<file path="config.mk">
export PLATFORM = sky130hd
export DESIGN_NAME = vertex_attribute_submission
export DESIGN_NICKNAME = d
export VERILOG_FILES = /design/src/sv/vas_pkg.sv /design/src/sv/vas_ram.sv /design/src/sv/vas_range.sv /design/src/sv/vertex_attribute_submission.sv
export SDC_FILE = /design/constraint.sdc
export NUM_CORES = 2
export LEC_CHECK = 0
export BUFFER_PORTS_ARGS = -buffer_cell sky130_fd_sc_hd__buf_2
export CORE_ASPECT_RATIO = 0.7
export CORE_UTILIZATION = 30
export CTS_BUF_LIST = sky130_fd_sc_hd__clkbuf_8
export CTS_CLUSTER_DIAMETER = 30
export DETAILED_ROUTE_END_ITERATION = 7
export PLACE_DENSITY = 0.43
export REMOVE_ABC_BUFFERS = 1
export SLEW_MARGIN = 20
export SYNTH_ARGS = -nofsm -noshare
export SYNTH_HDL_FRONTEND = slang
export SYNTH_SLANG_ARGS = --single-unit
</file>
<file path="constraint.sdc">
create_clock -name clk -period 8.9 [get_ports clk]
set_input_delay 1.78 -clock clk [delete_from_list [all_inputs] [get_ports clk]]
set_output_delay 1.78 -clock clk [all_outputs]
set_load 0.1 [all_outputs]
</file>
<file path="src/sv/vas_pkg.sv">
// Shared types, codes and helpers of the vertex attribute submission block.
// Used by vas_range, vertex_attribute_submission and the bench; depends on nothing.
package vas_pkg;

  localparam logic [12:0] MethodMask = 13'h1FFC;

  // configuration register indexes
  localparam logic [2:0] CfgInlineArray = 3'd0;
  localparam logic [2:0] CfgData2f      = 3'd1;
  localparam logic [2:0] CfgData4ub     = 3'd2;
  localparam logic [2:0] CfgData4f      = 3'd3;
  localparam logic [2:0] CfgPosition4f  = 3'd4;

  typedef enum logic [2:0] {
    STEP_IGNORED   = 3'd0,
    STEP_STATE     = 3'd1,
    STEP_INLINE    = 3'd2,
    STEP_VERTEX    = 3'd3,
    STEP_OVERFLOW  = 3'd4,
    STEP_BATCH_END = 3'd5
  } step_kind_t;

  typedef enum logic [1:0] {
    BATCH_NONE      = 2'd0,
    BATCH_IMMEDIATE = 2'd1,
    BATCH_INLINE    = 2'd2
  } batch_kind_t;

  // method ranges, in decode priority order
  typedef enum logic [2:0] {
    RG_INLINE,
    RG_DATA2F,
    RG_DATA4UB,
    RG_DATA4F,
    RG_POS4F
  } range_t;

  typedef enum logic [2:0] {
    ST_IDLE,
    ST_DECODE,
    ST_ACT,
    ST_PRIME,
    ST_EMIT,
    ST_WAIT
  } state_t;

  typedef struct packed {
    logic       hit;
    logic [7:0] rel;
  } range_res_t;

  typedef struct packed {
    batch_kind_t kind;
    logic [12:0] words;
    logic        ovf;
  } snap_t;

  // immediate batch takes priority over inline
  function automatic snap_t take_snapshot(input logic [12:0] imm_cnt,
                                          input logic        imm_ovf,
                                          input logic [12:0] inl_cnt,
                                          input logic        inl_ovf);
    snap_t s;
    priority if (imm_cnt != 13'd0) begin
      s.kind  = BATCH_IMMEDIATE;
      s.words = imm_cnt;
      s.ovf   = imm_ovf;
    end else if (inl_cnt != 13'd0) begin
      s.kind  = BATCH_INLINE;
      s.words = inl_cnt;
      s.ovf   = inl_ovf;
    end else begin
      s.kind  = BATCH_NONE;
      s.words = 13'd0;
      s.ovf   = 1'b0;
    end
    return s;
  endfunction

endpackage

</file>
<file path="src/sv/vas_ram.sv">
// Generic single-write, single-read RAM with registered read data.
// No dependencies.
module vas_ram #(
  parameter int Width = 32,
  parameter int Depth = 64,
  localparam int AddrW = (Depth > 1) ? $clog2(Depth) : 1
) (
  input  logic             clk,
  input  logic             we,
  input  logic [AddrW-1:0] waddr,
  input  logic [Width-1:0] wdata,
  input  logic [AddrW-1:0] raddr,
  output logic [Width-1:0] rdata
);

  logic [Width-1:0] mem [Depth];

  always_ff @(posedge clk) begin
    if (we) begin
      mem[waddr] <= wdata;
    end
    rdata <= mem[raddr];
  end

endmodule

</file>
<file path="src/sv/vas_range.sv">
// Shared range compare unit: offset of a method from a range base and hit test.
// Depends on vas_pkg.
module vas_range import vas_pkg::*; (
  input  logic [12:0] method,
  input  logic [12:0] base,
  input  logic [8:0]  span,
  output range_res_t  res
);

  logic [13:0] diff;

  // borrow out means method lies below the base
  assign diff    = {1'b0, method} - {1'b0, base};
  assign res.hit = !diff[13] && (diff[12:0] < {4'b0000, span});
  assign res.rel = diff[7:0];

endmodule

</file>
<file path="src/sv/vertex_attribute_submission.sv">
// Top level of the vertex attribute submission block: sequencer, counters,
// attribute store and result register. Depends on vas_pkg, vas_range, vas_ram.
//
//  channel  | handshake                | payload
//  ---------+--------------------------+--------------------------------------
//  item     | item_valid / item_stall  | command, method_address, method_data
//  result   | result_valid/result_stall| step_kind .. batch_overflow
//  cfg      | cfg_valid / cfg_ready    | cfg_index, cfg_data
//
// One item at a time. The five method ranges are tested in turn by one shared
// subtract and compare unit, one range per cycle. A method write offers a
// single result unless it completes a vertex that fits; such a vertex primes
// the store read first, then streams one word per cycle for 4*ATTRIBUTE_SLOTS
// words, paced by the result side. An end of batch offers its result in the
// cycle after it is accepted.
// Reset clears the counters, flags and every store valid bit at once; the
// store itself is never swept. item_stall stays high until the last result
// of the current item has been transferred.
module vertex_attribute_submission import vas_pkg::*; #(
  parameter int ATTRIBUTE_SLOTS = 16,
  parameter int INLINE_DEPTH    = 4096,
  parameter int IMMEDIATE_DEPTH = 4096
) (
  input  logic        clk,
  input  logic        rst,
  // item channel
  input  logic        item_valid,
  output logic        item_stall,
  input  logic        command,
  input  logic [12:0] method_address,
  input  logic [31:0] method_data,
  // result channel
  output logic        result_valid,
  input  logic        result_stall,
  output logic [2:0]  step_kind,
  output logic [12:0] word_offset,
  output logic [6:0]  word_count,
  output logic [31:0] word_data,
  output logic        last,
  output logic [1:0]  batch_kind,
  output logic [12:0] batch_words,
  output logic        batch_overflow,
  // configuration channel
  input  logic        cfg_valid,
  output logic        cfg_ready,
  input  logic [2:0]  cfg_index,
  input  logic [12:0] cfg_data
);

  localparam int Words = ATTRIBUTE_SLOTS * 4;
  localparam int AddrW = $clog2(Words);
  localparam logic [AddrW-1:0] LastIdx   = AddrW'(Words - 1);
  localparam logic [12:0]      WordsW    = 13'(Words);
  localparam logic [6:0]       WordsCnt  = 7'(Words);
  localparam logic [12:0]      InlLimit  = 13'(INLINE_DEPTH);
  localparam logic [12:0]      ImmLimit  = 13'(IMMEDIATE_DEPTH - Words);
  localparam logic [12:0]      ImmMax    = 13'(IMMEDIATE_DEPTH);
  localparam logic [8:0]       Span2f    = 9'(ATTRIBUTE_SLOTS * 8);
  localparam logic [8:0]       Span4ub   = 9'(ATTRIBUTE_SLOTS * 4);
  localparam logic [8:0]       Span4f    = 9'(ATTRIBUTE_SLOTS * 16);

  // configuration registers
  logic [12:0] inline_array_method;
  logic [12:0] data2f_base_method;
  logic [12:0] data4ub_base_method;
  logic [12:0] data4f_base_method;
  logic [12:0] position4f_base_method;

  state_t      state, state_next;
  range_t      rng, rng_next;
  range_t      act_range, act_range_next;
  logic [7:0]  act_rel, act_rel_next;
  logic [12:0] m_reg;
  logic [31:0] data_reg;

  logic [12:0] inline_count, inline_count_next;
  logic        inline_ovf, inline_ovf_next;
  logic [12:0] imm_count, imm_count_next;
  logic        imm_ovf, imm_ovf_next;

  logic [AddrW-1:0] emit_idx, emit_idx_next;
  logic [12:0]      emit_start, emit_start_next;

  // attribute store and its valid bits
  logic [Words-1:0] valid_bits;
  logic             rd_vld;
  logic [31:0]      rd_data;
  logic [AddrW-1:0] rd_addr;
  logic             st_we;
  logic [AddrW-1:0] st_waddr;
  logic [5:0]       widx;
  logic             completes;

  // shared range unit
  logic [12:0] rg_base;
  logic [8:0]  rg_span;
  range_res_t  rres;

  // result register loading
  logic        out_load;
  logic        out_free;
  logic        use_cur_snap;
  step_kind_t  step_kind_next;
  logic [12:0] word_offset_next;
  logic [6:0]  word_count_next;
  logic [31:0] word_data_next;
  logic        last_next;
  snap_t       snap_cur, snap_out;

  assign cfg_ready  = 1'b1;
  assign item_stall = (state != ST_IDLE);
  assign out_free   = !result_valid || !result_stall;
  assign snap_cur   = take_snapshot(imm_count, imm_ovf, inline_count, inline_ovf);

  vas_range u_range (
    .method (m_reg),
    .base   (rg_base),
    .span   (rg_span),
    .res    (rres)
  );

  vas_ram #(
    .Width (32),
    .Depth (Words)
  ) u_store (
    .clk   (clk),
    .we    (st_we),
    .waddr (st_waddr),
    .wdata (data_reg),
    .raddr (rd_addr),
    .rdata (rd_data)
  );

  // configuration writes
  always_ff @(posedge clk) begin
    if (rst) begin
      inline_array_method    <= 13'd6168;
      data2f_base_method     <= 13'd6272;
      data4ub_base_method    <= 13'd6464;
      data4f_base_method     <= 13'd6656;
      position4f_base_method <= 13'd5400;
    end else if (cfg_valid && cfg_ready) begin
      unique case (cfg_index)
        CfgInlineArray: inline_array_method    <= cfg_data;
        CfgData2f:      data2f_base_method     <= cfg_data;
        CfgData4ub:     data4ub_base_method    <= cfg_data;
        CfgData4f:      data4f_base_method     <= cfg_data;
        CfgPosition4f:  position4f_base_method <= cfg_data;
        default: ;
      endcase
    end
  end

  // pick the range under test
  always_comb begin
    unique case (rng)
      RG_INLINE: begin
        rg_base = inline_array_method;
        rg_span = 9'd1;
      end
      RG_DATA2F: begin
        rg_base = data2f_base_method;
        rg_span = Span2f;
      end
      RG_DATA4UB: begin
        rg_base = data4ub_base_method;
        rg_span = Span4ub;
      end
      RG_DATA4F: begin
        rg_base = data4f_base_method;
        rg_span = Span4f;
      end
      default: begin
        rg_base = position4f_base_method;
        rg_span = 9'd16;
      end
    endcase
  end

  // store slot from the offset within the hit range, and the completing write
  always_comb begin
    unique case (act_range)
      RG_DATA2F: begin
        widx      = {act_rel[6:3], 1'b0, act_rel[2]};
        completes = (act_rel[6:2] == 5'd1);
      end
      RG_DATA4UB: begin
        widx      = {act_rel[5:2], 2'b00};
        completes = (act_rel[5:2] == 4'd0);
      end
      RG_DATA4F: begin
        widx      = act_rel[7:2];
        completes = (act_rel[7:2] == 6'd3);
      end
      RG_POS4F: begin
        widx      = {4'b0000, act_rel[3:2]};
        completes = (act_rel[3:2] == 2'd3);
      end
      default: begin
        widx      = 6'd0;
        completes = 1'b0;
      end
    endcase
  end

  assign st_waddr = widx[AddrW-1:0];

  // sequencer
  always_comb begin
    state_next        = state;
    rng_next          = rng;
    act_range_next    = act_range;
    act_rel_next      = act_rel;
    inline_count_next = inline_count;
    inline_ovf_next   = inline_ovf;
    imm_count_next    = imm_count;
    imm_ovf_next      = imm_ovf;
    emit_idx_next     = emit_idx;
    emit_start_next   = emit_start;
    rd_addr           = emit_idx;
    st_we             = 1'b0;
    out_load          = 1'b0;
    use_cur_snap      = 1'b0;
    step_kind_next    = STEP_IGNORED;
    word_offset_next  = 13'd0;
    word_count_next   = 7'd0;
    word_data_next    = 32'd0;
    last_next         = 1'b1;

    unique case (state)
      ST_IDLE: begin
        if (item_valid) begin
          if (command) begin
            // report the batch as it stands, then clear counts and flags
            out_load          = 1'b1;
            use_cur_snap      = 1'b1;
            step_kind_next    = STEP_BATCH_END;
            inline_count_next = 13'd0;
            inline_ovf_next   = 1'b0;
            imm_count_next    = 13'd0;
            imm_ovf_next      = 1'b0;
            state_next        = ST_WAIT;
          end else begin
            rng_next   = RG_INLINE;
            state_next = ST_DECODE;
          end
        end
      end

      ST_DECODE: begin
        if (rres.hit) begin
          act_range_next = rng;
          act_rel_next   = rres.rel;
          state_next     = ST_ACT;
        end else if (rng == RG_POS4F) begin
          out_load       = 1'b1;
          step_kind_next = STEP_IGNORED;
          state_next     = ST_WAIT;
        end else begin
          unique case (rng)
            RG_INLINE:  rng_next = RG_DATA2F;
            RG_DATA2F:  rng_next = RG_DATA4UB;
            RG_DATA4UB: rng_next = RG_DATA4F;
            default:    rng_next = RG_POS4F;
          endcase
        end
      end

      ST_ACT: begin
        emit_idx_next = '0;
        state_next    = ST_WAIT;
        if (act_range == RG_INLINE) begin
          out_load = 1'b1;
          if (inline_count >= InlLimit) begin
            inline_ovf_next  = 1'b1;
            step_kind_next   = STEP_OVERFLOW;
            word_offset_next = inline_count;
          end else begin
            inline_count_next = inline_count + 13'd1;
            step_kind_next    = STEP_INLINE;
            word_offset_next  = inline_count;
            word_count_next   = 7'd1;
            word_data_next    = data_reg;
          end
        end else begin
          st_we = 1'b1;
          if (!completes) begin
            out_load       = 1'b1;
            step_kind_next = STEP_STATE;
          end else if (imm_count > ImmLimit) begin
            out_load         = 1'b1;
            imm_ovf_next     = 1'b1;
            step_kind_next   = STEP_OVERFLOW;
            word_offset_next = imm_count;
          end else begin
            emit_start_next = imm_count;
            imm_count_next  = imm_count + WordsW;
            state_next      = ST_PRIME;
          end
        end
      end

      ST_PRIME: begin
        // first store word lands in the read register
        state_next = ST_EMIT;
      end

      ST_EMIT: begin
        if (out_free) begin
          out_load         = 1'b1;
          step_kind_next   = STEP_VERTEX;
          word_offset_next = emit_start;
          word_count_next  = WordsCnt;
          word_data_next   = rd_vld ? rd_data : 32'd0;
          last_next        = (emit_idx == LastIdx);
          if (emit_idx == LastIdx) begin
            state_next = ST_WAIT;
          end else begin
            emit_idx_next = emit_idx + AddrW'(1);
            rd_addr       = emit_idx + AddrW'(1);
          end
        end
      end

      default: begin
        // ST_WAIT: hold until the final result has gone
        if (result_valid && !result_stall) begin
          state_next = ST_IDLE;
        end
      end
    endcase

    snap_out = use_cur_snap ? snap_cur
             : take_snapshot(imm_count_next, imm_ovf_next,
                             inline_count_next, inline_ovf_next);
  end

  always_ff @(posedge clk) begin
    if (rst) begin
      state        <= ST_IDLE;
      rng          <= RG_INLINE;
      inline_count <= 13'd0;
      inline_ovf   <= 1'b0;
      imm_count    <= 13'd0;
      imm_ovf      <= 1'b0;
      valid_bits   <= '0;
      result_valid <= 1'b0;
    end else begin
      state        <= state_next;
      rng          <= rng_next;
      inline_count <= inline_count_next;
      inline_ovf   <= inline_ovf_next;
      imm_count    <= imm_count_next;
      imm_ovf      <= imm_ovf_next;
      if (st_we) begin
        valid_bits[st_waddr] <= 1'b1;
      end
      if (out_load) begin
        result_valid <= 1'b1;
      end else if (!result_stall) begin
        result_valid <= 1'b0;
      end
    end
  end

  // payload registers
  always_ff @(posedge clk) begin
    act_range  <= act_range_next;
    act_rel    <= act_rel_next;
    emit_idx   <= emit_idx_next;
    emit_start <= emit_start_next;
    rd_vld     <= valid_bits[rd_addr];
    if (item_valid && !item_stall) begin
      m_reg    <= method_address & MethodMask;
      data_reg <= method_data;
    end
    if (out_load) begin
      step_kind      <= step_kind_next;
      word_offset    <= word_offset_next;
      word_count     <= word_count_next;
      word_data      <= word_data_next;
      last           <= last_next;
      batch_kind     <= snap_out.kind;
      batch_words    <= snap_out.words;
      batch_overflow <= snap_out.ovf;
    end
  end

`ifndef SYNTHESIS
  a_inline_bound: assert property (@(posedge clk) disable iff (rst)
    inline_count <= InlLimit)
    else $error("inline count beyond buffer depth");

  a_imm_bound: assert property (@(posedge clk) disable iff (rst)
    imm_count <= ImmMax)
    else $error("immediate count beyond buffer depth");

  a_one_item: assert property (@(posedge clk) disable iff (rst)
    (item_valid && !item_stall) |=> item_stall)
    else $error("second item taken while one is in progress");

  a_vertex_batch: assert property (@(posedge clk) disable iff (rst)
    (result_valid && step_kind == STEP_VERTEX) |->
      (batch_kind == BATCH_IMMEDIATE && batch_words != 13'd0))
    else $error("vertex word without an immediate batch snapshot");
`endif

endmodule

</file>
# --- Yosys cells after proc, flatten, opt, wreduce, memory -nomap -nowiden ---
# Memory sizes are Yosys's and may differ from the RTL's. A register that Yosys moved wholly into a read port is not among the register bits.
# Index checks and enable logic that the tools add are counted.
op_classes:
  add_sub_neg: 4
  multipliers: 0
  div: 0
  n_lt_le_gt_ge: 6
  eq_ne: 28
  n_shift: 0
  muxes: 94
  n_bitwise: 3
  n_reduce_logical: 32
op_table:
  columns: ["op", "n"]
  rows:
  - ["$mux W13", 13]
  - ["$mux W32", 4]
  - ["$mux W16", 5]
  - ["$pmux W13 S2", 3]
  - ["$or A64 B64 Y64", 1]
  - ["$pmux W32 S2", 1]
  - ["$mux W3", 20]
  - ["$pmux W13 S4", 1]
  - ["$reduce_bool A13 Y1", 4]
  - ["$pmux W9 S4", 1]
  - ["$mux W1", 28]
  - ["$eq A3 B2 Y1 const B", 8]
  - ["$pmux W6 S4", 1]
  - ["$mux W6", 3]
  - ["$pmux W3 S3", 2]
  - ["$pmux W3 S5", 1]
  - ["$lt A6 B7 Y1 const B", 2]
  - ["$pmux W7 S2", 1]
  - ["$reduce_and A2 Y1", 7]
  - ["$sub A13 B13 Y14", 1]
  - ["$add A13 B1 Y13 const B", 1]
  - ["$add A13 B7 Y13 const B", 1]
  - ["$ge A13 B13 Y1 const B", 1]
  - ["$gt A13 B12 Y1 const B", 1]
  - ["31 further kinds", 56]
word_totals:
  reg_bits: 310
  latchBits: 0
  ramBits: 2048
  mem_bits_ro: 0
  input_bits: 67
  output_inout_bits: 75
  wordCells: 196
  mem_count: 1
memory_table:
  columns: ["name", "words", "word_bits", "rd", "rd_ports_with_merged_regs", "wr", "line", "rtl"]
  rows:
  - ["u_store.mem", 64, 32, 1, 1, 1, "vas_ram.sv:16", "logic [Width-1:0] mem [Depth];"]

# --- Logic depth before layout (Yosys ltp) ---
logic_depth:
  word_depth: 8
  mapped_depth: 18
  ltp_nobuf: 17

# --- Modules after synthesis ---
# Synthesis repeated with hierarchy kept, for this count alone.
unflattened:
  cells_unflattened: 4947
  area_unflattened_um2: 93133.1
modules_own_cells:
  columns: ["mod", "n_inst", "cells_each", "area_per_inst_um2", "seq_area_each_um2"]
  rows:
  - ["vas_ram", 1, 3511, 79039.6, 62139.6]
  - ["vertex_attribute_submission", 1, 1311, 13226.4, 7447.1]
  - ["vas_range", 1, 125, 867.1, 0.0]

# --- Least setup slack after synthesis ---
# No wires, ideal clock.
synth_timing:
  kind: "register to register"
  from: "register rng[0]"
  to: "register batch_kind[0] (enable)"
  setup_ns: 0.712
  arrival_ns: 5.558
  required_ns: 8.188
  setup_slack_ns: 2.630
  path_stages_with_launch: 18
  n_path_buf: 2
  period_less_slack_ns: 6.270
  path_cell_list: "dfxtp_1 buf_2 buf_1 mux4_2 mux2i_1 ha_1 a211o_1 o31ai_2 o21ba_2 xnor2_1 ha_1 o211a_1 a221oi_1 a41oi_1 a2111o_1 o21ai_2 a2bb2oi_1 nand2_1"
synth_rtl:
  columns: ["element", "line", "rtl"]
  rows:
  - ["from (decl)", "vertex_attribute_submission.sv:70", "range_t rng, rng_next;"]
  - ["from (signal assigned)", "vertex_attribute_submission.sv:350", "rng <= rng_next;"]
  - ["to (signal assigned)", "vertex_attribute_submission.sv:383", "batch_kind <= snap_out.kind;"]
  - ["to (decl)", "vertex_attribute_submission.sv:40", "output logic [1:0] batch_kind,"]

==> metrics.yaml <==
outcome:
  outcome: "finished clean"
grt:
  antenna_found_initial: 38
  first_global_vias: 55400
  grt_max_degree: 137
  overflow: 0
  grt_pass1_wl_mm: 417
  grt_use_total: 0.184
synthesis:
  synth_edf_count: 2186
  synth_warnings: 0
  yosys.area.top_type_share: 0.701
  synthTopCellsByArea: "edfxtp_1 70%, mux4_2 6.2%, nand2_1 5.5%"
  synth_cell_types: 88
  syn-cell-area_um2: 93600
  synth_top_flop_cell: "edfxtp_1"
  synth_async_sr_flop_share: 0
  synth_area_per_cell_um2: 14.9
  synth_top_area_cell: "edfxtp_1"
  synth_seq_cells: 2383
  synth_seq_area_share: 0.743
  netlist_instances: 6290
cells_and_area:
  drive_gt1_frac: 0.201
  layout_commonest_cell: "edfxtp_1"
  largest_register: "u_store.mem"
  reg.largest.list: "u_store.mem x2048, valid_bits x64"
  syn_to_final_growth_pct: 17.6
  stdcell_count: 11300
  final_cell_mix: "2,186 x edfxtp_1, 1,364 x nand2_1, 512 x nand3_1"
  largest_register_ffs: 2048
  fin_nets: 6797
  fillers: 29800
route:
  wl_met1_mm: 142
  vias: 56300
  wl_met2_mm: 126
  top_layer: "met5"
  wire_per_inst_um: 26.4
  drt_first_pass_iters: 6
  drtIter0Drc: 5778
  wirelength_mm: 298
  vias_per_cell: 5.00
  antenna_left: 0
  routed-wl-met3_mm: 22.3
  drc: 0
setup_path:
  path_max_fanout: 40
  crit_path_end_kind: "flop"
  rrSetupSlack_ns: 2.57
  worstPathRequired_ns: 9.59
  crit_path_top_delay_cell: "clkinv_1"
  crit_path_start: "rng[2]"
  crit_top_cell: "ha_1"
  crit_chain: "clkinv_1 > mux2i_1 > ha_1 > a211o_1 > o31ai_2 > o21ba_2 > xnor2_1 > ha_1 > o211a_1 > a221oi_1 > a41oi_1 > a2111o_1 > o21ai_2 > a2bb2oi_1 > nand2_4 > buf_4"
  cp_slowest_stage_delay_ns: 0.70
  cp.buffers_inverters: 2
  arrival_ns: 7.02
  path_delay_family: "compound AO/OA/AOI/OAI gates"
  start_kind: "flop"
  timing.rr.start: "rng[2]"
  worstSetupPathType: "flop to flop"
timing:
  timing.final.ws_setup_ns: 2.57
  hold_viol: 0
  worst_pin_slew_ns: 1.28
  finalCriticalPeriod_ns: 6.33
  max_freq_mhz: 158
  setup_viol: 0
  rsz0062_at_grt: "false"
  fin_setup_tns_ns: 0
  maxSlewViolCount: 0
  finalCritPeriodShare: 0.711
  fin_skew_ns: 0.0819
  relSlewSlack: 0.141
power_and_ir_drop:
  power.share.combinational: 0.317
  clockPowerShare: 0.317
  powerDensity_nw_per_um2: 332
  power.internal_mw: 23.3
  switchingPower_mw: 13.3
  pwr-share-seq: 0.366
  worst_ir_drop_vdd_v: 0.000275
  swShare: 0.363
  finalPower_mw: 36.5
  p_leak_nw: 36.9
cts:
  h-tree-depth: 5
  cts_made_buffers: 464
  cts_resized: 0
  cts_tree: "yes"
  postCtsHoldBufs: 0
  ctsRootBufferMaster: "clkbuf_8"
  worstSkewPairLatency_ns: 1.04
  post_cts_buffers: 0
  clkSinkCount: 2383
  clock_path_buffers: 4
  clk_pin_slew_ns: 0.06
placement:
  dpl.hpwl_mm: 159
  place_inst: 10400
  io_buffers: 133
  place_congestion: 0.798
  dp_slack_ns: 2.44
flow_run:
  maxCapViolCount: 0
die:
  dieWidth_um: 670
  die_h_um: 469
  dieArea_um2: 314000
  start_util: 0.302
  placementRows: 171
  io_pins: 142
  core_um2: 310000
worst_hold_path:
  worst_hold_path_type: "flop to flop"
  hp-start: "position4f_base_method[5]"
-- power by group through the flow --
| stage | sequential, mW | clock [mW] | combinational [mW] |
|---|---|---|---|
| 6_report | 13.4 | 11.6 | 11.6 |
| 5_1_grt | 13.4 | 12.4 | 12.4 |
| 4_1_cts | 13.4 | 11.9 | 11.6 |
| 3_5_place_dp | 13.6 | 0 | 11.6 |
| 3_3_place_gp | 13.6 | 0 | 11.6 |
| 2_1_floorplan | 15.0 | 0 | 7.10 |
-- worst reg2reg max path, delay by kind of cell (launching register included) --
family	cells	cell delay (ns)
compound gates	9	2.65
buf+inv	2	1.18
fa+ha+maj	2	0.63
mux	1	0.53
flops	1	0.47
simple gates	1	0.40
xor+xnor	1	0.16
-- cells by family after synthesis --
kind of cell	synth area share
other	0.0000802
AOI/OAI and AO/OA	0.0429
and+or+nand+nor	0.115
adders and majority gates	0.00294
buffers and inverters	0.0201
xor gates and xnor gates	0.00122
DFF	0.743
muxes	0.0748
-- cells in the mapped netlist, drive strengths merged (5+ instances only) --
cell type	number
a211oi	22
a21o	5
a21oi	336
a222oi	11
a22o	33
a22oi	9
a311oi	8
a31oi	16
a32oi	65
and2	29
and3	18
and4	35
buf	214
clkbuf	173
dfxtp	197
edfxtp	2186
ha	22
inv	30
mux2	14
mux2i	101
mux4	259
nand2	1371
nand2b	5
nand3	512
nand3b	22
nand4	36
nor2	269
nor2b	10
nor3	40
nor3b	11
nor4	69
o2111ai	9
o211ai	7
o21ai	52
o21ba	6
o221ai	6
o311ai	5
or2	5
or3	5
xnor2	8
xor2	5
-- per-stage QoR --
stage	utilization	cell area [µm²]	hold WS, ns
after floorplan	-	91900	0.427
after global placement	0.323	100000	0.439
after detailed placement	0.323	100000	0.446
after CTS	0.355	110000	0.455
after global routing	0.355	110000	0.471
final	0.355	110000	0.454
-- routing by layer --
| layer | up-vias | global-route usage |
|---|---|---|
| li1 | 24800 | - |
| met1 | 29000 | 0.276 |
| met2 | 1904 | 0.264 |
| met3 | 514 | 0.0422 |
| met4 | 16 | 0.0541 |
| met5 | - | 0 |
-- layout make-up --
cell class                 instances  area (µm²)  share of cell area
sequential                      2383       69600               0.632
multi-input combinational       3493       22900               0.208
clock buffer                     489        6730              0.0611
tap                             4152        5190              0.0472
clock inverter                   376        3150              0.0286
timing repair buffer             335        2410              0.0219
inverter                          31         116             0.00106
antenna                            7        17.5            0.000159
-- worst paths after layout --
| check | end | cells past startpoint |
|---|---|---|
| min reg2reg | position4f_base_method[5] | 2 |
| max | word_data[10] | 16 |
| max reg2reg | word_data[10] | 16 |
| min | position4f_base_method[5] | 2 |
Note: power is estimated with default switching activity, not from simulation.
